File: src/qsj_pkg.sv
// Shared types, widths and helpers for the quad scaled Jacobian unit.
// Used by every module under src; depends on nothing else.
package qsj_pkg;

    // Coordinate and field widths
    localparam int FIELD_BITS = 16;
    localparam int COORD_BITS = 16;
    localparam int EW         = COORD_BITS + 1;      // edge component
    localparam int SW         = 2 * EW;              // square / cross product
    localparam int LW         = SW + 1;              // squared length, |det|
    localparam int LIMW       = 35;                  // degenerate limit register
    localparam int CMPW       = (LW > LIMW) ? LW : LIMW;
    localparam int SPLIT      = (LW + 1) / 2;        // low half of wide multiply
    localparam int HIW        = LW - SPLIT;
    localparam int PW         = 2 * LW;              // |a|^2 * |b|^2
    localparam int QBITS      = 16;                  // result magnitude bits
    localparam int QW         = 16;                  // quality field width
    localparam int RW         = PW + 2 * (QBITS - 1);
    localparam int TW         = PW + QBITS;
    localparam int CW         = RW + 2;
    localparam int BPW        = $clog2(QBITS);
    localparam int NLANE      = 4;
    // edge reg, four lane front stages, one stage per result bit, output reg
    localparam int NSTAGE     = 1 + 4 + QBITS + 1;

    localparam logic signed [QW-1:0] Q_ONE = {1'b0, {(QW-1){1'b1}}};

    typedef struct packed {
        logic signed [FIELD_BITS-1:0] x0;
        logic signed [FIELD_BITS-1:0] y0;
        logic signed [FIELD_BITS-1:0] x1;
        logic signed [FIELD_BITS-1:0] y1;
        logic signed [FIELD_BITS-1:0] x2;
        logic signed [FIELD_BITS-1:0] y2;
        logic signed [FIELD_BITS-1:0] x3;
        logic signed [FIELD_BITS-1:0] y3;
    } in_t;

    typedef struct packed {
        logic signed [QW-1:0] quality;
        logic                 all_degenerate;
    } out_t;

    typedef struct packed {
        logic signed [EW-1:0] x;
        logic signed [EW-1:0] y;
    } edge_t;

    // State carried through the digit-by-digit root stages
    typedef struct packed {
        logic [RW-1:0]    r;      // remaining det^2*2^30 - m^2*P
        logic [TW-1:0]    t;      // m * P
        logic [PW-1:0]    p;      // |a|^2 * |b|^2
        logic [QBITS-1:0] m;      // magnitude found so far
        logic             skip;
        logic             neg;
    } root_t;

    typedef struct packed {
        logic                 skip;
        logic signed [QW-1:0] value;
    } lane_res_t;

    // Sign-extend the low COORD_BITS bits of a field
    function automatic logic signed [EW-1:0] coord(input logic [FIELD_BITS-1:0] field);
        coord = {{(EW - COORD_BITS){field[COORD_BITS-1]}}, field[COORD_BITS-1:0]};
    endfunction

endpackage

File: src/qsj_merge.sv
// Merge of the four corner lanes: minimum over non-skipped corners and the
// all-degenerate flag. Depends on qsj_pkg.
module qsj_merge (
    input  qsj_pkg::lane_res_t [qsj_pkg::NLANE-1:0] lanes,
    output qsj_pkg::out_t                           result
);

    logic signed [qsj_pkg::QW-1:0] best;
    logic                          any;

    always_comb
    begin
        best = qsj_pkg::Q_ONE;
        any  = 1'b0;
        for (int i = 0; i < qsj_pkg::NLANE; i++)
        begin
            if (!lanes[i].skip)
            begin
                any = 1'b1;
                if (lanes[i].value < best)
                begin
                    best = lanes[i].value;
                end
            end
        end
        result.quality        = best;
        result.all_degenerate = !any;
    end

endmodule

File: config.mk
export PLATFORM = sky130hd
export DESIGN_NAME = qsj_merge
export DESIGN_NICKNAME = d
export VERILOG_FILES = /design/src/qsj_pkg.sv /design/src/qsj_merge.sv
export SDC_FILE = /design/constraint.sdc
export NUM_CORES = 1
export LEC_CHECK = 0
export ABC_CLOCK_PERIOD_IN_PS = 23600
export BUFFER_PORTS_ARGS = -buffer_cell sky130_fd_sc_hd__buf_4
export CAP_MARGIN = 20
export CORE_MARGIN = 2
export CORE_UTILIZATION = 45
export DETAILED_ROUTE_END_ITERATION = 7
export PLACE_DENSITY = 0.73
export SLEW_MARGIN = 0
export SYNTH_ARGS = -nofsm -noshare
export SYNTH_HDL_FRONTEND = slang
export SYNTH_SLANG_ARGS = --single-unit
export TNS_END_PERCENT = 100
File: constraint.sdc
create_clock -name vclk -period 23.6
set_input_delay 5.9 -clock vclk [all_inputs]
set_output_delay 5.9 -clock vclk [all_outputs]
set_load 0.005 [all_outputs]
==> results of run 1 <==
==> area by class of cell <==
class              count  area (µm²)  share of cell area [%]
repair buffers        85         638                    24.8
inverters             47         176                    6.86
well taps             50        62.6                    2.43
multi-input cells    193        1690                    65.9
==> where the power goes <==
group / internal, µW / leakage (µW) / switching, µW / total [µW]
registers: 0 / 0 / 0 / 0
logic: 39.7 / 0.00159 / 36.6 / 76.3
clock network: 0 / 0 / 0 / 0
total: 39.7 / 0.00159 / 36.6 / 76.3
==> through the flow <==
step	area [µm²]	worst slack (ps)
after global placement	2570	4400
after global routing	2570	3540
after CTS	2570	4210
final	2570	4220
after floorplan	1940	5700
after detailed placement	2570	4230
==> logic make-up after synthesis <==
kind of cell               Yosys count  share of synthesized area, %
buffers and inverters               53                          12.6
and+or+nand+nor                     54                          15.7
AOI/OAI and AO/OA                   47                          18.1
adders and majority gates           45                          29.0
muxes                               47                          24.5
==> routing by layer <==
metal  vias to the layer above  wire length, µm  GRT usage (%)
li1                       1054                -              -
met1                       896             2320           27.4
met2                        46             2400           34.8
met3                         2              219           1.02
met4                         0               14          0.641
met5                         -                0              0
==> final timing paths <==
| path | to | depth (start not counted) | slack [ps] | start |
|---|---|---|---|---|
| setup / recovery | result[6] | 33 | 4220 | lanes[15] |
| hold / removal | result[5] | 4 | 12130 | lanes[55] |
==> synthesized netlist by cell type, types with 2 or more instances <==
master / instances / area (µm²)
buf_6: 3 / 33.8
o21ai_1: 2 / 10.0
nor4_1: 2 / 12.5
a21o_1: 7 / 52.6
a211oi_2: 2 / 25.0
nor2_4: 2 / 22.5
nand4_1: 8 / 50.1
nor2_1: 22 / 82.6
ha_1: 45 / 563
nand2b_1: 2 / 12.5
nor3b_1: 2 / 15.0
inv_1: 47 / 176
buf_4: 2 / 15.0
mux2i_1: 45 / 450
nand2_1: 3 / 11.3
a21oi_1: 15 / 75.1
a211oi_1: 2 / 15.0
nand4b_1: 2 / 17.5
and4_1: 2 / 17.5
o21ai_0: 3 / 15.0
nand3_1: 5 / 25.0
==> out/qor.txt, run 1 <==
critical-path maximum fanout = 15
Final setup viols = 0
VDD IR-drop max = 0.0232 mV
syn_nets = 359
routed wire length = 4960 µm
min-delay worst type = in -> out
CTS Hold Buffers Added = 0
CP max stage delay = 720 ps
Seq Cell Count = 0
min Tclk post-route = 19380 ps
Final Total Pwr = 76.3 µW
most frequent cells in the layout = buf_4 (85), inv_1 (47), mux2i_1 (45), ha_1 (45), nor2_1 (22)
commonest non-fill, non-tap cell in the layout = buf_4
unique cell type count in the Yosys netlist = 44
GP Congestion = 0.853
Post-DRT Antenna Nets = 0
layout cells sized above 1 = 29.2%
port bufs = 85
CP dominant cell by count = mux2i_1
Max transition margin = 43.0%
Post-Route Utilization = 62.9%
critical path arrival = 13480 ps
crit-path leading delay family = compound AO/OA/AOI/OAI gates
setup_tns = 0 ps
Syn Inst Count = 246
IO Count = 85
total global-route track usage = 19.6%
drt first pass iters = 4
routed via count = 1998
Area Overhead vs Synth = 32.6%
Slew Limit Fails = 0
total die area = 4850 µm²
Crit path buffers/inverters = 3
vias in the first global route = 1896
Mean Syn Cell Area = 7.88 µm²
max-cap viol count = 0
fin crit share = 82.1%
first-pass GRT wire length = 8250 µm
Die Ht = 69.7 µm
Die X = 69.7 µm
diode count = 0
register area = 0 µm²
Avg Vias per Cell = 5.33
clkbuf count = 0
crit end category = output pin
Setup CP Type = in -> out
dpl hpwl = 4520 µm
register area share after synthesis = 0%
PwrDens = 29.7 nW/µm²
core area = 4090 µm²
std cell rows = 23
initial antenna violation count = 0
Static Leakage = 0.00159 µW
CP required = 17700 ps
drt initial violations = 33
CP max-delay cell = o41ai_2
Fillers = 410
DR DRC count = 0
initial core utilization = 47.5%
wire per inst = 13.2 µm
Final Hold Fails = 0
WHS = 12130 ps
nets = 440
dpl cells = 375
Post CTS Setup Buffer Count = 0
final std cells w/o fill = 375
status = finished, final reports clean
CP Launch Type = primary input
largest net degree at the start of global routing = 16
total global routing overflow = 0
synthesized cell area = 1940 µm²
worst slew pin tran = 855 ps
CTS resizes = 0
Achievable Freq = 51.6 MHz
RSZ-0062 raised after global routing = no
synth warn = 0
Note: power is estimated with default switching activity, not from simulation.
==> run 2, diff against run 1 <==
--- a/config.mk
+++ b/config.mk
@@ -5,13 +5,13 @@
 export SDC_FILE = /design/constraint.sdc
 export NUM_CORES = 1
 export LEC_CHECK = 0
-export ABC_CLOCK_PERIOD_IN_PS = 23600
+export ABC_CLOCK_PERIOD_IN_PS = 16600
 export BUFFER_PORTS_ARGS = -buffer_cell sky130_fd_sc_hd__buf_4
 export CAP_MARGIN = 20
 export CORE_MARGIN = 2
 export CORE_UTILIZATION = 45
 export DETAILED_ROUTE_END_ITERATION = 7
-export PLACE_DENSITY = 0.73
+export PLACE_DENSITY = 0.76
 export SLEW_MARGIN = 0
 export SYNTH_ARGS = -nofsm -noshare
 export SYNTH_HDL_FRONTEND = slang
==> constraint.sdc (replaced) <==
create_clock -name vclk -period 16.6
set_input_delay 4.15 -clock vclk [all_inputs]
set_output_delay 4.15 -clock vclk [all_outputs]
set_load 0.005 [all_outputs]
==> run 2 against run 1 <==
Effect of this change:
- routed wire length is 4.5% higher
- sequential share of layout area did not move
- non-clock buffer count did not move
- total power is 44% higher
- critical path type unchanged
- hold slack got worse by 3500 ps
- die area did not move
- clock-buffer cell count unchanged
- cell count stayed put
- flip-flop and latch count did not move
- highest routed layer unchanged
- largest cell class unchanged
- global-route usage is 0.99 points higher
- critical endpoint unchanged
- first-iteration DRC count up 120%
==> out/qor.txt, run 2 (synthesis gave the netlist of run 1 again) <==
CTS resizes = 0
clkbuf count = 0
critical-path maximum fanout = 15
register area = 0 µm²
diode count = 0
Die X = 69.7 µm
fin crit share = 95.9%
largest net degree at the start of global routing = 16
nets = 440
drt initial violations = 73
setup_tns = 0 ps
std cell rows = 23
dpl hpwl = 4640 µm
Post-DRT Antenna Nets = 0
layout cells sized above 1 = 29.2%
routed via count = 2016
WHS = 8630 ps
vias in the first global route = 1972
total global-route track usage = 20.6%
PwrDens = 42.6 nW/µm²
worst slew pin tran = 878 ps
wire per inst = 13.8 µm
routed wire length = 5180 µm
RSZ-0062 raised after global routing = no
Achievable Freq = 62.8 MHz
Max transition margin = 41.5%
GP Congestion = 0.870
initial core utilization = 47.5%
CP max stage delay = 790 ps
DR DRC count = 0
commonest non-fill, non-tap cell in the layout = buf_4
Fillers = 395
drt first pass iters = 4
Post CTS Setup Buffer Count = 0
Seq Cell Count = 0
Die Ht = 69.7 µm
max-cap viol count = 0
status = finished, final reports clean
IO Count = 85
VDD IR-drop max = 0.0354 mV
CP max-delay cell = o22a_1
Static Leakage = 0.00159 µW
first-pass GRT wire length = 8600 µm
min-delay worst type = in -> out
Area Overhead vs Synth = 32.6%
CP required = 12450 ps
core area = 4090 µm²
most frequent cells in the layout = buf_4 (85), inv_1 (47), mux2i_1 (45), ha_1 (45), nor2_1 (22)
total die area = 4850 µm²
total global routing overflow = 0
Slew Limit Fails = 0
CP dominant cell by count = mux2i_1
CP Launch Type = primary input
critical path arrival = 11770 ps
Setup CP Type = in -> out
Final Hold Fails = 0
Final setup viols = 0
crit end category = output pin
port bufs = 85
min Tclk post-route = 15920 ps
initial antenna violation count = 0
Avg Vias per Cell = 5.38
CTS Hold Buffers Added = 0
==> run 2: cell counts in the layout (fill, tap and decap cells not counted) <==
No cell type changed its count.
==> run 2: power by group <==
| group | internal (µW) | switching, µW | total (µW) |
|---|---|---|---|
| Sequential | 0 | 0 | 0 |
| Combinational | 56.7 | 52.8 | 110 |
| Clock | 0 | 0 | 0 |
==> run 2: through the flow <==
stage	cells	worst slack, ps	instance area (µm²)	power (µW)	util [%]
after CTS	375	717	2570	110	62.9
after global routing	375	182	2570	122	62.9
after global placement	375	930	2570	108	62.9
after floorplan	246	2200	1940	69.4	-
after detailed placement	375	729	2570	109	62.9
final	375	676	2570	110	62.9
==> run 2: final timing paths <==
check	start	to	slack (ps)	cells after the start
max	lanes[15]	result[6]	680	30
min	lanes[64]	result[14]	8630	4
==> run 2: worst max-delay path, delay by kind of cell <==
kind	cells	cell delay [ps]
mux	4	1070
buf+inv	3	320
fa+ha+maj	3	1010
compound gates	11	3310
simple gates	9	1900
==> run 2: final cells by class <==
class	count	area (µm²)	area share, %
timing repair buffer	85	638	24.8
tap	50	62.6	2.43
inverter	47	176	6.86
multi-input combinational	193	1690	65.9
==> run 2: per-layer routing <==
layer	up-vias	track usage, %	part of all wire [%]
met5	-	0	0
met4	0	1.28	0.66
met3	4	0.436	4.5
met2	60	38.9	49
met1	898	27.0	46
li1	1054	-	-
